`src/hw/rtl/hmt_pkg.sv`:
```
`timescale 1ns / 1ps
// ----------------------------------------------------------------------------
// hmt_pkg
// Shared types and constants of the heartbeat membership table.
// ----------------------------------------------------------------------------
package hmt_pkg;

  localparam int TABLE_DEPTH = 32;
  localparam int MAX_RESULTS = 32;
  localparam int OCC_W       = 6;
  localparam int CFG_IDX_W   = 2;

  localparam logic [15:0] TFAIL   = 16'd5;
  localparam logic [15:0] TREMOVE = 16'd20;

  // result status codes
  localparam logic [2:0] STAT_UNCHANGED = 3'd0;
  localparam logic [2:0] STAT_UPDATED   = 3'd1;
  localparam logic [2:0] STAT_INSERTED  = 3'd2;
  localparam logic [2:0] STAT_FULL      = 3'd3;
  localparam logic [2:0] STAT_GOSSIP    = 3'd4;
  localparam logic [2:0] STAT_EMPTY     = 3'd5;

  typedef enum logic [CFG_IDX_W-1:0] {
    CFG_FAIL_TIMEOUT   = 2'd0,
    CFG_REMOVE_TIMEOUT = 2'd1,
    CFG_SELF_ID        = 2'd2
  } cfg_idx_t;

  typedef enum logic {
    OP_MERGE = 1'b0,
    OP_TICK  = 1'b1
  } op_t;

  typedef enum logic [2:0] {
    S_IDLE,
    S_MSCAN,
    S_MDONE,
    S_TSWEEP,
    S_TEMIT,
    S_TEND,
    S_TEMPTY
  } state_t;

  typedef struct packed {
    op_t         op;
    logic [31:0] now;
    logic [31:0] member_id;
    logic [15:0] member_port;
    logic [31:0] member_beat;
  } item_t;

  typedef struct packed {
    logic [31:0] id;
    logic [15:0] port;
    logic [31:0] beat;
    logic [31:0] stamp;
  } entry_t;

  typedef struct packed {
    logic [15:0] fail_timeout;
    logic [15:0] remove_timeout;
    logic [31:0] self_id;
  } cfg_t;

  typedef struct packed {
    logic [2:0]       status;
    logic [31:0]      id;
    logic [15:0]      port;
    logic [31:0]      beat;
    logic             last;
    logic [OCC_W-1:0] occupancy;
  } res_t;

endpackage

```
`src/hw/rtl/hmt_if.sv`:
```
`timescale 1ns / 1ps
// ----------------------------------------------------------------------------
// hmt_if
// Channel interfaces: input items, result items and register writes.
// ----------------------------------------------------------------------------
interface hmt_in_if;
  logic        valid;
  logic        ready;
  logic        cmd;
  logic [31:0] now;
  logic [31:0] member_id;
  logic [15:0] member_port;
  logic [31:0] member_beat;
  modport source (output valid, cmd, now, member_id, member_port, member_beat, input ready);
  modport sink   (input valid, cmd, now, member_id, member_port, member_beat, output ready);
endinterface

interface hmt_out_if;
  logic        valid;
  logic        ready;
  logic [2:0]  status;
  logic [31:0] out_id;
  logic [15:0] out_port;
  logic [31:0] out_beat;
  logic        last;
  logic [5:0]  occupancy;
  modport source (output valid, status, out_id, out_port, out_beat, last, occupancy,
                  input ready);
  modport sink   (input valid, status, out_id, out_port, out_beat, last, occupancy,
                  output ready);
endinterface

interface hmt_cfg_if;
  logic        valid;
  logic        ready;
  logic [1:0]  index;
  logic [31:0] data;
  modport source (output valid, index, data, input ready);
  modport sink   (input valid, index, data, output ready);
endinterface

```
`src/hw/rtl/heartbeat_membership_table_core.sv`:
```
`timescale 1ns / 1ps
// ----------------------------------------------------------------------------
// heartbeat_membership_table_core
// Gossip membership table: merges offered entries, ages and emits on ticks.
// ----------------------------------------------------------------------------
//  channel  | direction | payload
//  in_bus   | in        | cmd, now, member_id, member_port, member_beat
//  out_bus  | out       | status, out_id, out_port, out_beat, last, occupancy
//  cfg_bus  | in        | index, data (always ready)
//
// a merge holds the back end for dispatch, a scan at one slot a cycle while no result
// is held back on out_bus, the registered read and drain, then the result
// a tick makes two scans (sweep, then emission); a tick on an empty table makes none;
// a result that out_bus.ready holds back stalls the scan or the final step
// the slot memory has a single read port, so each scan reads one slot at a time
// reset clears valid bits, counts and own heartbeat at once; no clearing pass
// a two-entry queue takes items while the back end works; results stall in place
module heartbeat_membership_table_core #(
  parameter int TABLE_DEPTH = hmt_pkg::TABLE_DEPTH
) (
  input logic     clk,
  input logic     rst_n,
  hmt_in_if.sink  in_bus,
  hmt_out_if.source out_bus,
  hmt_cfg_if.sink cfg_bus
);

  hmt_pkg::cfg_t  cfg_r, cfg_nxt;
  logic           q_valid;
  hmt_pkg::item_t q_item;
  logic           q_pop;
  logic           res_valid;
  hmt_pkg::res_t  res_data;

  assign cfg_bus.ready = 1'b1;

  always_comb begin
    cfg_nxt = cfg_r;
    if (cfg_bus.valid) begin
      unique case (hmt_pkg::cfg_idx_t'(cfg_bus.index))
        hmt_pkg::CFG_FAIL_TIMEOUT:   cfg_nxt.fail_timeout   = cfg_bus.data[15:0];
        hmt_pkg::CFG_REMOVE_TIMEOUT: cfg_nxt.remove_timeout = cfg_bus.data[15:0];
        hmt_pkg::CFG_SELF_ID:        cfg_nxt.self_id        = cfg_bus.data;
        default: begin
        end
      endcase
    end
  end

  always_ff @(posedge clk) begin
    if (!rst_n) begin
      cfg_r.fail_timeout   <= hmt_pkg::TFAIL;
      cfg_r.remove_timeout <= hmt_pkg::TREMOVE;
      cfg_r.self_id        <= '0;
    end else begin
      cfg_r <= cfg_nxt;
    end
  end

  hmt_front u_front (
    .clk     (clk),
    .rst_n   (rst_n),
    .in_bus  (in_bus),
    .q_valid (q_valid),
    .q_item  (q_item),
    .q_pop   (q_pop)
  );

  hmt_back #(
    .DEPTH (TABLE_DEPTH)
  ) u_back (
    .clk       (clk),
    .rst_n     (rst_n),
    .cfg       (cfg_r),
    .q_valid   (q_valid),
    .q_item    (q_item),
    .q_pop     (q_pop),
    .res_valid (res_valid),
    .res_data  (res_data),
    .res_ready (out_bus.ready)
  );

  assign out_bus.valid     = res_valid;
  assign out_bus.status    = res_data.status;
  assign out_bus.out_id    = res_data.id;
  assign out_bus.out_port  = res_data.port;
  assign out_bus.out_beat  = res_data.beat;
  assign out_bus.last      = res_data.last;
  assign out_bus.occupancy = res_data.occupancy;

  // a full table reports every slot taken
  a_full_occ: assert property (@(posedge clk) disable iff (!rst_n)
    out_bus.valid && out_bus.status == hmt_pkg::STAT_FULL
      |-> out_bus.occupancy == hmt_pkg::OCC_W'(TABLE_DEPTH))
    else $error("table full reported below depth");

  a_insert_occ: assert property (@(posedge clk) disable iff (!rst_n)
    out_bus.valid && out_bus.status == hmt_pkg::STAT_INSERTED |-> out_bus.occupancy != '0)
    else $error("insert with empty occupancy");

  a_empty_zero: assert property (@(posedge clk) disable iff (!rst_n)
    out_bus.valid && out_bus.status == hmt_pkg::STAT_EMPTY
      |-> out_bus.out_id == '0 && out_bus.out_beat == '0 && out_bus.last)
    else $error("empty result carries an entry");

  // only gossip runs have results that are not the final one
  a_last_gossip: assert property (@(posedge clk) disable iff (!rst_n)
    out_bus.valid && !out_bus.last |-> out_bus.status == hmt_pkg::STAT_GOSSIP)
    else $error("non-final result outside a gossip run");

  a_occ_bound: assert property (@(posedge clk) disable iff (!rst_n)
    out_bus.valid |-> out_bus.occupancy <= hmt_pkg::OCC_W'(TABLE_DEPTH))
    else $error("occupancy beyond table depth");

endmodule

```
`src/hw/rtl/hmt_front.sv`:
```
`timescale 1ns / 1ps
// ----------------------------------------------------------------------------
// hmt_front
// Accepts input items, classifies them and queues them for the back end.
// ----------------------------------------------------------------------------
module hmt_front (
  input  logic           clk,
  input  logic           rst_n,
  hmt_in_if.sink         in_bus,
  output logic           q_valid,
  output hmt_pkg::item_t q_item,
  input  logic           q_pop
);

  hmt_pkg::item_t buf_r [2];
  logic           wr_ptr_r, wr_ptr_nxt;
  logic           rd_ptr_r, rd_ptr_nxt;
  logic [1:0]     cnt_r, cnt_nxt;
  logic           push;
  logic           pop;
  hmt_pkg::item_t item_in;

  assign in_bus.ready = (cnt_r != 2'd2);
  assign push = in_bus.valid && in_bus.ready;
  assign pop  = q_pop && (cnt_r != 2'd0);
  assign q_valid = (cnt_r != 2'd0);
  assign q_item  = buf_r[rd_ptr_r];

  always_comb begin
    item_in.op          = in_bus.cmd ? hmt_pkg::OP_TICK : hmt_pkg::OP_MERGE;
    item_in.now         = in_bus.now;
    item_in.member_id   = in_bus.member_id;
    item_in.member_port = in_bus.member_port;
    item_in.member_beat = in_bus.member_beat;
  end

  always_comb begin
    wr_ptr_nxt = push ? ~wr_ptr_r : wr_ptr_r;
    rd_ptr_nxt = pop ? ~rd_ptr_r : rd_ptr_r;
    cnt_nxt    = cnt_r + {1'b0, push} - {1'b0, pop};
  end

  always_ff @(posedge clk) begin
    if (!rst_n) begin
      wr_ptr_r <= 1'b0;
      rd_ptr_r <= 1'b0;
      cnt_r    <= 2'd0;
    end else begin
      wr_ptr_r <= wr_ptr_nxt;
      rd_ptr_r <= rd_ptr_nxt;
      cnt_r    <= cnt_nxt;
    end
  end

  always_ff @(posedge clk) begin
    if (push) begin
      buf_r[wr_ptr_r] <= item_in;
    end
  end

endmodule

```
`src/hw/rtl/hmt_back.sv`:
```
`timescale 1ns / 1ps
// ----------------------------------------------------------------------------
// hmt_back
// Table sequencer: scans the slot memory for merges, sweeps and emits on ticks.
// ----------------------------------------------------------------------------
module hmt_back #(
  parameter int DEPTH = hmt_pkg::TABLE_DEPTH
) (
  input  logic           clk,
  input  logic           rst_n,
  input  hmt_pkg::cfg_t  cfg,
  input  logic           q_valid,
  input  hmt_pkg::item_t q_item,
  output logic           q_pop,
  output logic           res_valid,
  output hmt_pkg::res_t  res_data,
  input  logic           res_ready
);

  localparam int IW = (DEPTH > 1) ? $clog2(DEPTH) : 1;
  localparam int CW = $clog2(DEPTH + 1);
  localparam int NW = $clog2(hmt_pkg::MAX_RESULTS + 1);
  localparam int OW = hmt_pkg::OCC_W;

  hmt_pkg::entry_t mem [0:DEPTH-1];
  hmt_pkg::entry_t rdata_r;

  hmt_pkg::state_t state_r, state_nxt;
  hmt_pkg::item_t  cur_r, cur_nxt;
  logic [CW-1:0]   addr_r, addr_nxt;
  logic            b_valid_r, b_valid_nxt;
  logic [IW-1:0]   b_idx_r, b_idx_nxt;
  logic [DEPTH-1:0] valid_r, valid_nxt;
  logic [OW-1:0]   count_r, count_nxt;
  logic [31:0]     own_beat_r, own_beat_nxt;
  logic            free_found_r, free_found_nxt;
  logic [IW-1:0]   free_idx_r, free_idx_nxt;
  logic            hold_valid_r, hold_valid_nxt;
  hmt_pkg::entry_t hold_r, hold_nxt;
  logic [NW-1:0]   emit_n_r, emit_n_nxt;
  logic            out_valid_r, out_valid_nxt;
  hmt_pkg::res_t   out_r, out_nxt;

  logic            rd_en;
  logic            mem_we;
  logic [IW-1:0]   mem_waddr;
  hmt_pkg::entry_t mem_wdata;
  logic            push;
  hmt_pkg::res_t   push_data;

  logic [IW-1:0]   idx_a;
  logic            scan_left;
  logic            scan_done;
  logic            v_b;
  logic [31:0]     age;
  logic [32:0]     limit;
  logic            m_match;
  logic            greater;
  logic            t_active;
  logic            out_free;
  logic            stall;
  logic            advance;
  logic            scanning;

  assign idx_a     = addr_r[IW-1:0];
  assign scan_left = (addr_r < CW'(DEPTH));
  assign scan_done = !scan_left && !b_valid_r;
  assign v_b       = valid_r[b_idx_r];
  assign age       = cur_r.now - rdata_r.stamp;
  assign limit     = {17'd0, cfg.fail_timeout} + {17'd0, cfg.remove_timeout};
  assign m_match   = b_valid_r && v_b && (rdata_r.id == cur_r.member_id)
                     && (rdata_r.port == cur_r.member_port);
  assign greater   = cur_r.member_beat > rdata_r.beat;
  assign t_active  = b_valid_r && v_b && (age <= {16'd0, cfg.fail_timeout})
                     && (emit_n_r < NW'(hmt_pkg::MAX_RESULTS));
  assign out_free  = !out_valid_r || res_ready;
  assign stall     = ((state_r == hmt_pkg::S_MSCAN) && m_match && !out_free)
                  || ((state_r == hmt_pkg::S_TEMIT) && t_active && hold_valid_r && !out_free);
  assign advance   = !stall;
  assign scanning  = (state_r == hmt_pkg::S_MSCAN) || (state_r == hmt_pkg::S_TSWEEP)
                  || (state_r == hmt_pkg::S_TEMIT);
  assign q_pop     = (state_r == hmt_pkg::S_IDLE) && q_valid;

  assign res_valid = out_valid_r;
  assign res_data  = out_r;

  // next state
  always_comb begin
    state_nxt = state_r;
    unique case (state_r)
      hmt_pkg::S_IDLE: begin
        if (q_valid) begin
          if (q_item.op == hmt_pkg::OP_MERGE) begin
            state_nxt = hmt_pkg::S_MSCAN;
          end else if (count_r == '0) begin
            state_nxt = hmt_pkg::S_TEMPTY;
          end else begin
            state_nxt = hmt_pkg::S_TSWEEP;
          end
        end
      end
      hmt_pkg::S_MSCAN: begin
        if (m_match && out_free) begin
          state_nxt = hmt_pkg::S_IDLE;
        end else if (scan_done) begin
          state_nxt = hmt_pkg::S_MDONE;
        end
      end
      hmt_pkg::S_TSWEEP: begin
        if (scan_done) state_nxt = hmt_pkg::S_TEMIT;
      end
      hmt_pkg::S_TEMIT: begin
        if (scan_done) state_nxt = hmt_pkg::S_TEND;
      end
      hmt_pkg::S_MDONE, hmt_pkg::S_TEND, hmt_pkg::S_TEMPTY: begin
        if (out_free) state_nxt = hmt_pkg::S_IDLE;
      end
      default: state_nxt = hmt_pkg::S_IDLE;
    endcase
  end

  // datapath and outputs
  always_comb begin
    cur_nxt        = cur_r;
    addr_nxt       = addr_r;
    b_valid_nxt    = b_valid_r;
    b_idx_nxt      = b_idx_r;
    valid_nxt      = valid_r;
    count_nxt      = count_r;
    own_beat_nxt   = own_beat_r;
    free_found_nxt = free_found_r;
    free_idx_nxt   = free_idx_r;
    hold_valid_nxt = hold_valid_r;
    hold_nxt       = hold_r;
    emit_n_nxt     = emit_n_r;
    rd_en          = 1'b0;
    mem_we         = 1'b0;
    mem_waddr      = b_idx_r;
    mem_wdata      = rdata_r;
    push           = 1'b0;
    push_data      = '0;

    // read stage shared by every scan
    if (scanning && advance) begin
      if (scan_left) begin
        rd_en       = 1'b1;
        b_valid_nxt = 1'b1;
        b_idx_nxt   = idx_a;
        addr_nxt    = addr_r + 1'b1;
      end else begin
        b_valid_nxt = 1'b0;
      end
    end

    unique case (state_r)
      hmt_pkg::S_IDLE: begin
        if (q_valid) begin
          cur_nxt        = q_item;
          addr_nxt       = '0;
          b_valid_nxt    = 1'b0;
          free_found_nxt = 1'b0;
          if (q_item.op == hmt_pkg::OP_TICK && count_r != '0) begin
            own_beat_nxt = own_beat_r + 32'd1;
          end
        end
      end
      hmt_pkg::S_MSCAN: begin
        if (b_valid_r && advance) begin
          if (m_match) begin
            push                = 1'b1;
            push_data.status    = greater ? hmt_pkg::STAT_UPDATED : hmt_pkg::STAT_UNCHANGED;
            push_data.id        = cur_r.member_id;
            push_data.port      = cur_r.member_port;
            push_data.beat      = greater ? cur_r.member_beat : rdata_r.beat;
            push_data.last      = 1'b1;
            push_data.occupancy = count_r;
            b_valid_nxt         = 1'b0;
            if (greater) begin
              mem_we          = 1'b1;
              mem_wdata.beat  = cur_r.member_beat;
              mem_wdata.stamp = cur_r.now;
            end
          end else if (!v_b && !free_found_r) begin
            free_found_nxt = 1'b1;
            free_idx_nxt   = b_idx_r;
          end
        end
      end
      hmt_pkg::S_MDONE: begin
        if (out_free) begin
          push           = 1'b1;
          push_data.id   = cur_r.member_id;
          push_data.port = cur_r.member_port;
          push_data.beat = cur_r.member_beat;
          push_data.last = 1'b1;
          if (free_found_r) begin
            mem_we                 = 1'b1;
            mem_waddr              = free_idx_r;
            mem_wdata.id           = cur_r.member_id;
            mem_wdata.port         = cur_r.member_port;
            mem_wdata.beat         = cur_r.member_beat;
            mem_wdata.stamp        = cur_r.now;
            valid_nxt[free_idx_r]  = 1'b1;
            count_nxt              = count_r + 1'b1;
            push_data.status       = hmt_pkg::STAT_INSERTED;
            push_data.occupancy    = count_r + 1'b1;
          end else begin
            push_data.status    = hmt_pkg::STAT_FULL;
            push_data.occupancy = count_r;
          end
        end
      end
      hmt_pkg::S_TSWEEP: begin
        // removal first, then own entry refresh on what survives
        if (b_valid_r && v_b) begin
          if ({1'b0, age} > limit) begin
            valid_nxt[b_idx_r] = 1'b0;
            count_nxt          = count_r - 1'b1;
          end else if (rdata_r.id == cfg.self_id) begin
            mem_we          = 1'b1;
            mem_wdata.beat  = own_beat_r;
            mem_wdata.stamp = cur_r.now;
          end
        end
        if (scan_done) begin
          addr_nxt       = '0;
          hold_valid_nxt = 1'b0;
          emit_n_nxt     = '0;
        end
      end
      hmt_pkg::S_TEMIT: begin
        // one entry held back so the final one can carry last
        if (advance && t_active) begin
          if (hold_valid_r) begin
            push                = 1'b1;
            push_data.status    = hmt_pkg::STAT_GOSSIP;
            push_data.id        = hold_r.id;
            push_data.port      = hold_r.port;
            push_data.beat      = hold_r.beat;
            push_data.last      = 1'b0;
            push_data.occupancy = count_r;
          end
          hold_nxt       = rdata_r;
          hold_valid_nxt = 1'b1;
          emit_n_nxt     = emit_n_r + 1'b1;
        end
      end
      hmt_pkg::S_TEND: begin
        if (out_free) begin
          push                = 1'b1;
          push_data.last      = 1'b1;
          push_data.occupancy = count_r;
          if (hold_valid_r) begin
            push_data.status = hmt_pkg::STAT_GOSSIP;
            push_data.id     = hold_r.id;
            push_data.port   = hold_r.port;
            push_data.beat   = hold_r.beat;
          end else begin
            push_data.status = hmt_pkg::STAT_EMPTY;
          end
        end
      end
      hmt_pkg::S_TEMPTY: begin
        if (out_free) begin
          push                = 1'b1;
          push_data.status    = hmt_pkg::STAT_EMPTY;
          push_data.last      = 1'b1;
          push_data.occupancy = count_r;
        end
      end
      default: begin
      end
    endcase

    out_nxt       = push ? push_data : out_r;
    out_valid_nxt = push ? 1'b1 : (res_ready ? 1'b0 : out_valid_r);
  end

  always_ff @(posedge clk) begin
    if (!rst_n) begin
      state_r      <= hmt_pkg::S_IDLE;
      addr_r       <= '0;
      b_valid_r    <= 1'b0;
      valid_r      <= '0;
      count_r      <= '0;
      own_beat_r   <= '0;
      free_found_r <= 1'b0;
      hold_valid_r <= 1'b0;
      emit_n_r     <= '0;
      out_valid_r  <= 1'b0;
    end else begin
      state_r      <= state_nxt;
      addr_r       <= addr_nxt;
      b_valid_r    <= b_valid_nxt;
      valid_r      <= valid_nxt;
      count_r      <= count_nxt;
      own_beat_r   <= own_beat_nxt;
      free_found_r <= free_found_nxt;
      hold_valid_r <= hold_valid_nxt;
      emit_n_r     <= emit_n_nxt;
      out_valid_r  <= out_valid_nxt;
    end
  end

  always_ff @(posedge clk) begin
    cur_r      <= cur_nxt;
    b_idx_r    <= b_idx_nxt;
    free_idx_r <= free_idx_nxt;
    hold_r     <= hold_nxt;
    out_r      <= out_nxt;
  end

  // slot memory: one write, one registered read
  always_ff @(posedge clk) begin
    if (mem_we) begin
      mem[mem_waddr] <= mem_wdata;
    end
    if (rd_en) begin
      rdata_r <= mem[idx_a];
    end
  end

endmodule

```
`src/flat_wrapper.sv`:
```
// flat-port wrapper written by rule: the top's interface ports become plain ports
module heartbeat_membership_table_core_flat 
#(
  parameter int TABLE_DEPTH = hmt_pkg::TABLE_DEPTH
)
  (clk, rst_n, in_bus_valid, in_bus_cmd, in_bus_now, in_bus_member_id, in_bus_member_port, in_bus_member_beat, in_bus_ready, out_bus_valid, out_bus_status, out_bus_out_id, out_bus_out_port, out_bus_out_beat, out_bus_last, out_bus_occupancy, out_bus_ready, cfg_bus_valid, cfg_bus_index, cfg_bus_data, cfg_bus_ready);
  hmt_in_if in_bus_i ();
  hmt_out_if out_bus_i ();
  hmt_cfg_if cfg_bus_i ();
  input logic clk;
  input logic rst_n;
  input wire logic [$bits(in_bus_i.valid)-1:0] in_bus_valid;
  input wire logic [$bits(in_bus_i.cmd)-1:0] in_bus_cmd;
  input wire logic [$bits(in_bus_i.now)-1:0] in_bus_now;
  input wire logic [$bits(in_bus_i.member_id)-1:0] in_bus_member_id;
  input wire logic [$bits(in_bus_i.member_port)-1:0] in_bus_member_port;
  input wire logic [$bits(in_bus_i.member_beat)-1:0] in_bus_member_beat;
  output wire logic [$bits(in_bus_i.ready)-1:0] in_bus_ready;
  output wire logic [$bits(out_bus_i.valid)-1:0] out_bus_valid;
  output wire logic [$bits(out_bus_i.status)-1:0] out_bus_status;
  output wire logic [$bits(out_bus_i.out_id)-1:0] out_bus_out_id;
  output wire logic [$bits(out_bus_i.out_port)-1:0] out_bus_out_port;
  output wire logic [$bits(out_bus_i.out_beat)-1:0] out_bus_out_beat;
  output wire logic [$bits(out_bus_i.last)-1:0] out_bus_last;
  output wire logic [$bits(out_bus_i.occupancy)-1:0] out_bus_occupancy;
  input wire logic [$bits(out_bus_i.ready)-1:0] out_bus_ready;
  input wire logic [$bits(cfg_bus_i.valid)-1:0] cfg_bus_valid;
  input wire logic [$bits(cfg_bus_i.index)-1:0] cfg_bus_index;
  input wire logic [$bits(cfg_bus_i.data)-1:0] cfg_bus_data;
  output wire logic [$bits(cfg_bus_i.ready)-1:0] cfg_bus_ready;
  assign in_bus_i.valid = in_bus_valid;
  assign in_bus_i.cmd = in_bus_cmd;
  assign in_bus_i.now = in_bus_now;
  assign in_bus_i.member_id = in_bus_member_id;
  assign in_bus_i.member_port = in_bus_member_port;
  assign in_bus_i.member_beat = in_bus_member_beat;
  assign in_bus_ready = in_bus_i.ready;
  assign out_bus_valid = out_bus_i.valid;
  assign out_bus_status = out_bus_i.status;
  assign out_bus_out_id = out_bus_i.out_id;
  assign out_bus_out_port = out_bus_i.out_port;
  assign out_bus_out_beat = out_bus_i.out_beat;
  assign out_bus_last = out_bus_i.last;
  assign out_bus_occupancy = out_bus_i.occupancy;
  assign out_bus_i.ready = out_bus_ready;
  assign cfg_bus_i.valid = cfg_bus_valid;
  assign cfg_bus_i.index = cfg_bus_index;
  assign cfg_bus_i.data = cfg_bus_data;
  assign cfg_bus_ready = cfg_bus_i.ready;
  heartbeat_membership_table_core #(.TABLE_DEPTH(TABLE_DEPTH)) u_core (.clk(clk), .rst_n(rst_n), .in_bus(in_bus_i), .out_bus(out_bus_i), .cfg_bus(cfg_bus_i));
endmodule
```
`config.mk`:
```
export PLATFORM = sky130hd
export DESIGN_NAME = heartbeat_membership_table_core_flat
export DESIGN_NICKNAME = d
export VERILOG_FILES = /design/src/hw/rtl/hmt_pkg.sv /design/src/hw/rtl/hmt_if.sv /design/src/hw/rtl/heartbeat_membership_table_core.sv /design/src/hw/rtl/hmt_front.sv /design/src/hw/rtl/hmt_back.sv /design/src/flat_wrapper.sv
export SDC_FILE = /design/constraint.sdc
export NUM_CORES = 2
export LEC_CHECK = 0
export BUFFER_PORTS_ARGS = -buffer_cell sky130_fd_sc_hd__buf_2
export CAP_MARGIN = 5
export CORE_ASPECT_RATIO = 0.9
export CORE_MARGIN = 2
export CORE_UTILIZATION = 47
export DETAILED_ROUTE_END_ITERATION = 8
export GPL_ROUTABILITY_DRIVEN = 0
export PLACE_DENSITY_LB_ADDON = 0.1
export SETUP_SLACK_MARGIN = 0.5
export SLEW_MARGIN = 20
export SYNTH_ARGS = -nofsm -noshare
export SYNTH_HDL_FRONTEND = slang
export SYNTH_HIERARCHICAL = 1
export SYNTH_SLANG_ARGS = --single-unit
```
`constraint.sdc`:
```
create_clock -name clk -period 11.3 [get_ports clk]
set_clock_uncertainty 0.1 [all_clocks]
set_input_delay 0.565 -clock clk [delete_from_list [all_inputs] [get_ports clk]]
set_output_delay 0.565 -clock clk [all_outputs]
set_load 0.005 [all_outputs]
```
==> flow_summary.json <==
{
  "status": "complete, no violations",
  "post_cts_buffers": 0,
  "die_h_um": 577,
  "grt_pass1_vias": 84600,
  "reg2reg_slack_ns": 2.93,
  "ys.flop_type": "edfxtp_1",
  "grt_overflow": 0,
  "final_common_cell": "edfxtp_1",
  "syn_inst": 7890,
  "ir_drop_uv": 178,
  "hold_viol_final": 0,
  "grtUsageTotal_pct": 25.2,
  "dp_hpwl_um": 277000,
  "arrival_ns": 8.85,
  "worst-path-max-fanout": 37,
  "maxCapViolCount": 0,
  "syn_nets": 8163,
  "clockBufferDepth": 4,
  "final.setup.tns_ns": 0,
  "synthesis.area_um2": 171000,
  "drcViolationCount": 0,
  "rsz0062_at_grt": "no",
  "yosysSeqAreaShare_pct": 75.7,
  "whs_ns": 0.181,
  "core-area_um2": 363000,
  "crit_family": "compound AO/OA/AOI/OAI gates",
  "die-area_um2": 370000,
  "wire_per_inst_um": 33.9,
  "ys_ff_latch": 4372,
  "final-setup-viol-count": 0,
  "critPathKind": "reg -> reg",
  "start_util_pct": 47.2,
  "grt_max_degree": 121,
  "area_growth_pct": 13.9,
  "tightest_slew_ns": 1.17,
  "cts.sink_count": 4372,
  "power.density_nw_per_um2": 240,
  "portBuffers": 243,
  "rows": 210,
  "insertion_delay_ns": 1.01,
  "end_kind": "flip-flop",
  "cp_slowest_cell": "nor2_4",
  "worstPathRequired_ns": 11.78,
  "grt_pass1_wl_um": 656000,
  "synth-edff-count": 4214,
  "slew_violations": 0,
  "layout_common_cells": "edfxtp_1 (4214), mux4_2 (1122), clkbuf_16 (449)",
  "htreeDepth": 5,
  "die_w_um": 641,
  "cts-root-buf": "clkbuf_16",
  "fin_crit_sh_pct": 74.1,
  "start_kind": "flip-flop",
  "antenna_found_initial": 28,
  "nNetsFinal": 8801,
  "drive_above_1_share_pct": 28.8,
  "synth_area_per_cell_um2": 21.7,
  "cts_tree": "yes",
  "drt_iter0_drc": 10300,
  "numCtsBuffers": 442,
  "crit_path_max_incr_delay_ns": 0.98,
  "io_pins": 245,
  "ant_nets": 0,
  "crit_top_cell": "a21oi_1",
  "path_buf_inv": 1,
  "leakagePower_uw": 0.0614,
  "hp-class": "in -> reg",
  "clk_pin_slew_ns": 0.06,
  "async_flop_share_pct": 0,
  "yosysWarnings": 6,
  "slew-limit-headroom_pct": 22.3,
  "vias": 84800,
  "vias_per_cell": 6.15,
  "fin_crit_ns": 8.37,
  "yosysUniqueCellTypes": 102,
  "dp_slack_ns": 3.06,
  "routed_wl_um": 467000,
  "first_pass_iters": 5,
  "max_freq_ghz": 0.119,
  "layout_setup_ws_ns": 2.93
}
-- registers in the layout, summed over array words and instances (netlist names), named ones only --
register / flops
u_core/u_back/mem: 3584
u_core/u_front/buf_r: 226
u_core/u_back/cur_r: 112
u_core/u_back/rdata_r: 112
u_core/u_back/res_data: 90
u_core/u_back/hold_r: 80
u_core/cfg_r: 64
u_core/u_back/own_beat_r: 32
u_core/u_back/valid_r: 32
u_core/u_back/addr_r: 6
u_core/u_back/count_r: 6
u_core/u_back/emit_n_r: 6
u_core/u_back/b_idx_r: 5
u_core/u_back/free_idx_r: 5
u_core/u_back/state_r: 3
u_core/u_front/cnt_r: 2
u_core/u_back/b_valid_r: 1
u_core/u_back/free_found_r: 1
u_core/u_back/hold_valid_r: 1
u_core/u_back/res_valid: 1
u_core/u_front/rd_ptr_r: 1
u_core/u_front/wr_ptr_r: 1
-- through the flow --
stage                     power (µW)  area, µm²  cells  utilization, %
after CTS                      47200     195000  13800            53.7
after global placement         32600     179000  12800            49.3
final                          46900     195000  13800            53.7
after floorplan                28400     171000   7890               -
after global routing           48600     195000  13800            53.7
after detailed placement       32800     179000  12800            49.4
-- cells by family after synthesis --
logic type / Yosys count / synth area share, %
xor+xnor: 149 / 0.761
other cells: 1 / 0.00219
buf+inv: 508 / 1.26
simple gates: 752 / 2.08
mux: 1463 / 17.1
fa+ha+maj: 121 / 0.892
compound gates: 524 / 2.27
flops: 4372 / 75.7
-- timing repair --
action	CTS	global route
hold buffers	144	0
hold endpoints to repair	289	0
resized for setup	0	0
setup endpoints to repair	0	0
-- metal layers --
metal  part of all wire, %  global-route usage, %  up-vias
met2                    46                   38.6     3527
li1                      -                      -    34300
met5                0.0058                      0        -
met1                    44                   38.1    46400
met4                   2.0                   5.17        4
met3                   8.3                   4.56      540
-- final cells by class --
cell class / count / area (µm²)
diodes: 11 / 27.5
clock buffers: 561 / 11800
clock inverters: 244 / 2420
fillers: 27700 / 168000
inverters: 112 / 433
multi-input cells: 3010 / 40100
flip-flops and latches: 4372 / 130000
well taps: 4876 / 6100
repair buffers: 590 / 4720
-- power by group --
part | switching [µW] | internal, µW | total [µW]
Sequential | 632 | 21000 | 21600
Combinational | 7060 | 3790 | 10800
Clock | 6170 | 8240 | 14400
-- cell usage after synthesis (10+ instances only) --
cell type	n	area share (%)
a211oi_1	10	0.044
a21o_1	63	0.28
a21oi_1	67	0.20
a22o_1	80	0.41
a22oi_1	28	0.12
a31oi_1	11	0.040
and2_1	17	0.062
and3_1	13	0.047
buf_1	78	0.17
buf_2	30	0.088
buf_6	24	0.16
clkbuf_1	258	0.56
dfxtp_1	158	1.8
edfxtp_1	4214	74
ha_1	119	0.87
inv_1	112	0.25
mux2_1	13	0.085
mux2_2	173	1.1
mux2_4	70	0.61
mux2i_1	85	0.50
mux4_2	1122	15
nand2_1	359	0.79
nand2b_1	23	0.084
nand3_1	40	0.12
nand4_1	36	0.13
nor2_1	129	0.28
nor2b_1	21	0.077
nor3_1	20	0.058
nor4_1	31	0.11
o211ai_1	12	0.053
o21a_1	16	0.070
o21ai_0	77	0.22
o221ai_1	26	0.13
o311ai_0	32	0.16
or3_1	11	0.040
xnor2_1	38	0.19
xor2_1	111	0.57
-- worst paths after layout --
path                               start                           to  cells past startpoint
hold / removal    in_bus_member_port[14]  u_core/u_front/buf_r[1][46]                      2
hold reg to reg         u_core/cfg_r[12]             u_core/cfg_r[12]                      2
setup / recovery        u_core/cfg_r[32]    u_core/u_back/mem[18][28]                     25
setup reg to reg        u_core/cfg_r[32]    u_core/u_back/mem[18][28]                     25
Power figures use the tool's default switching activity.
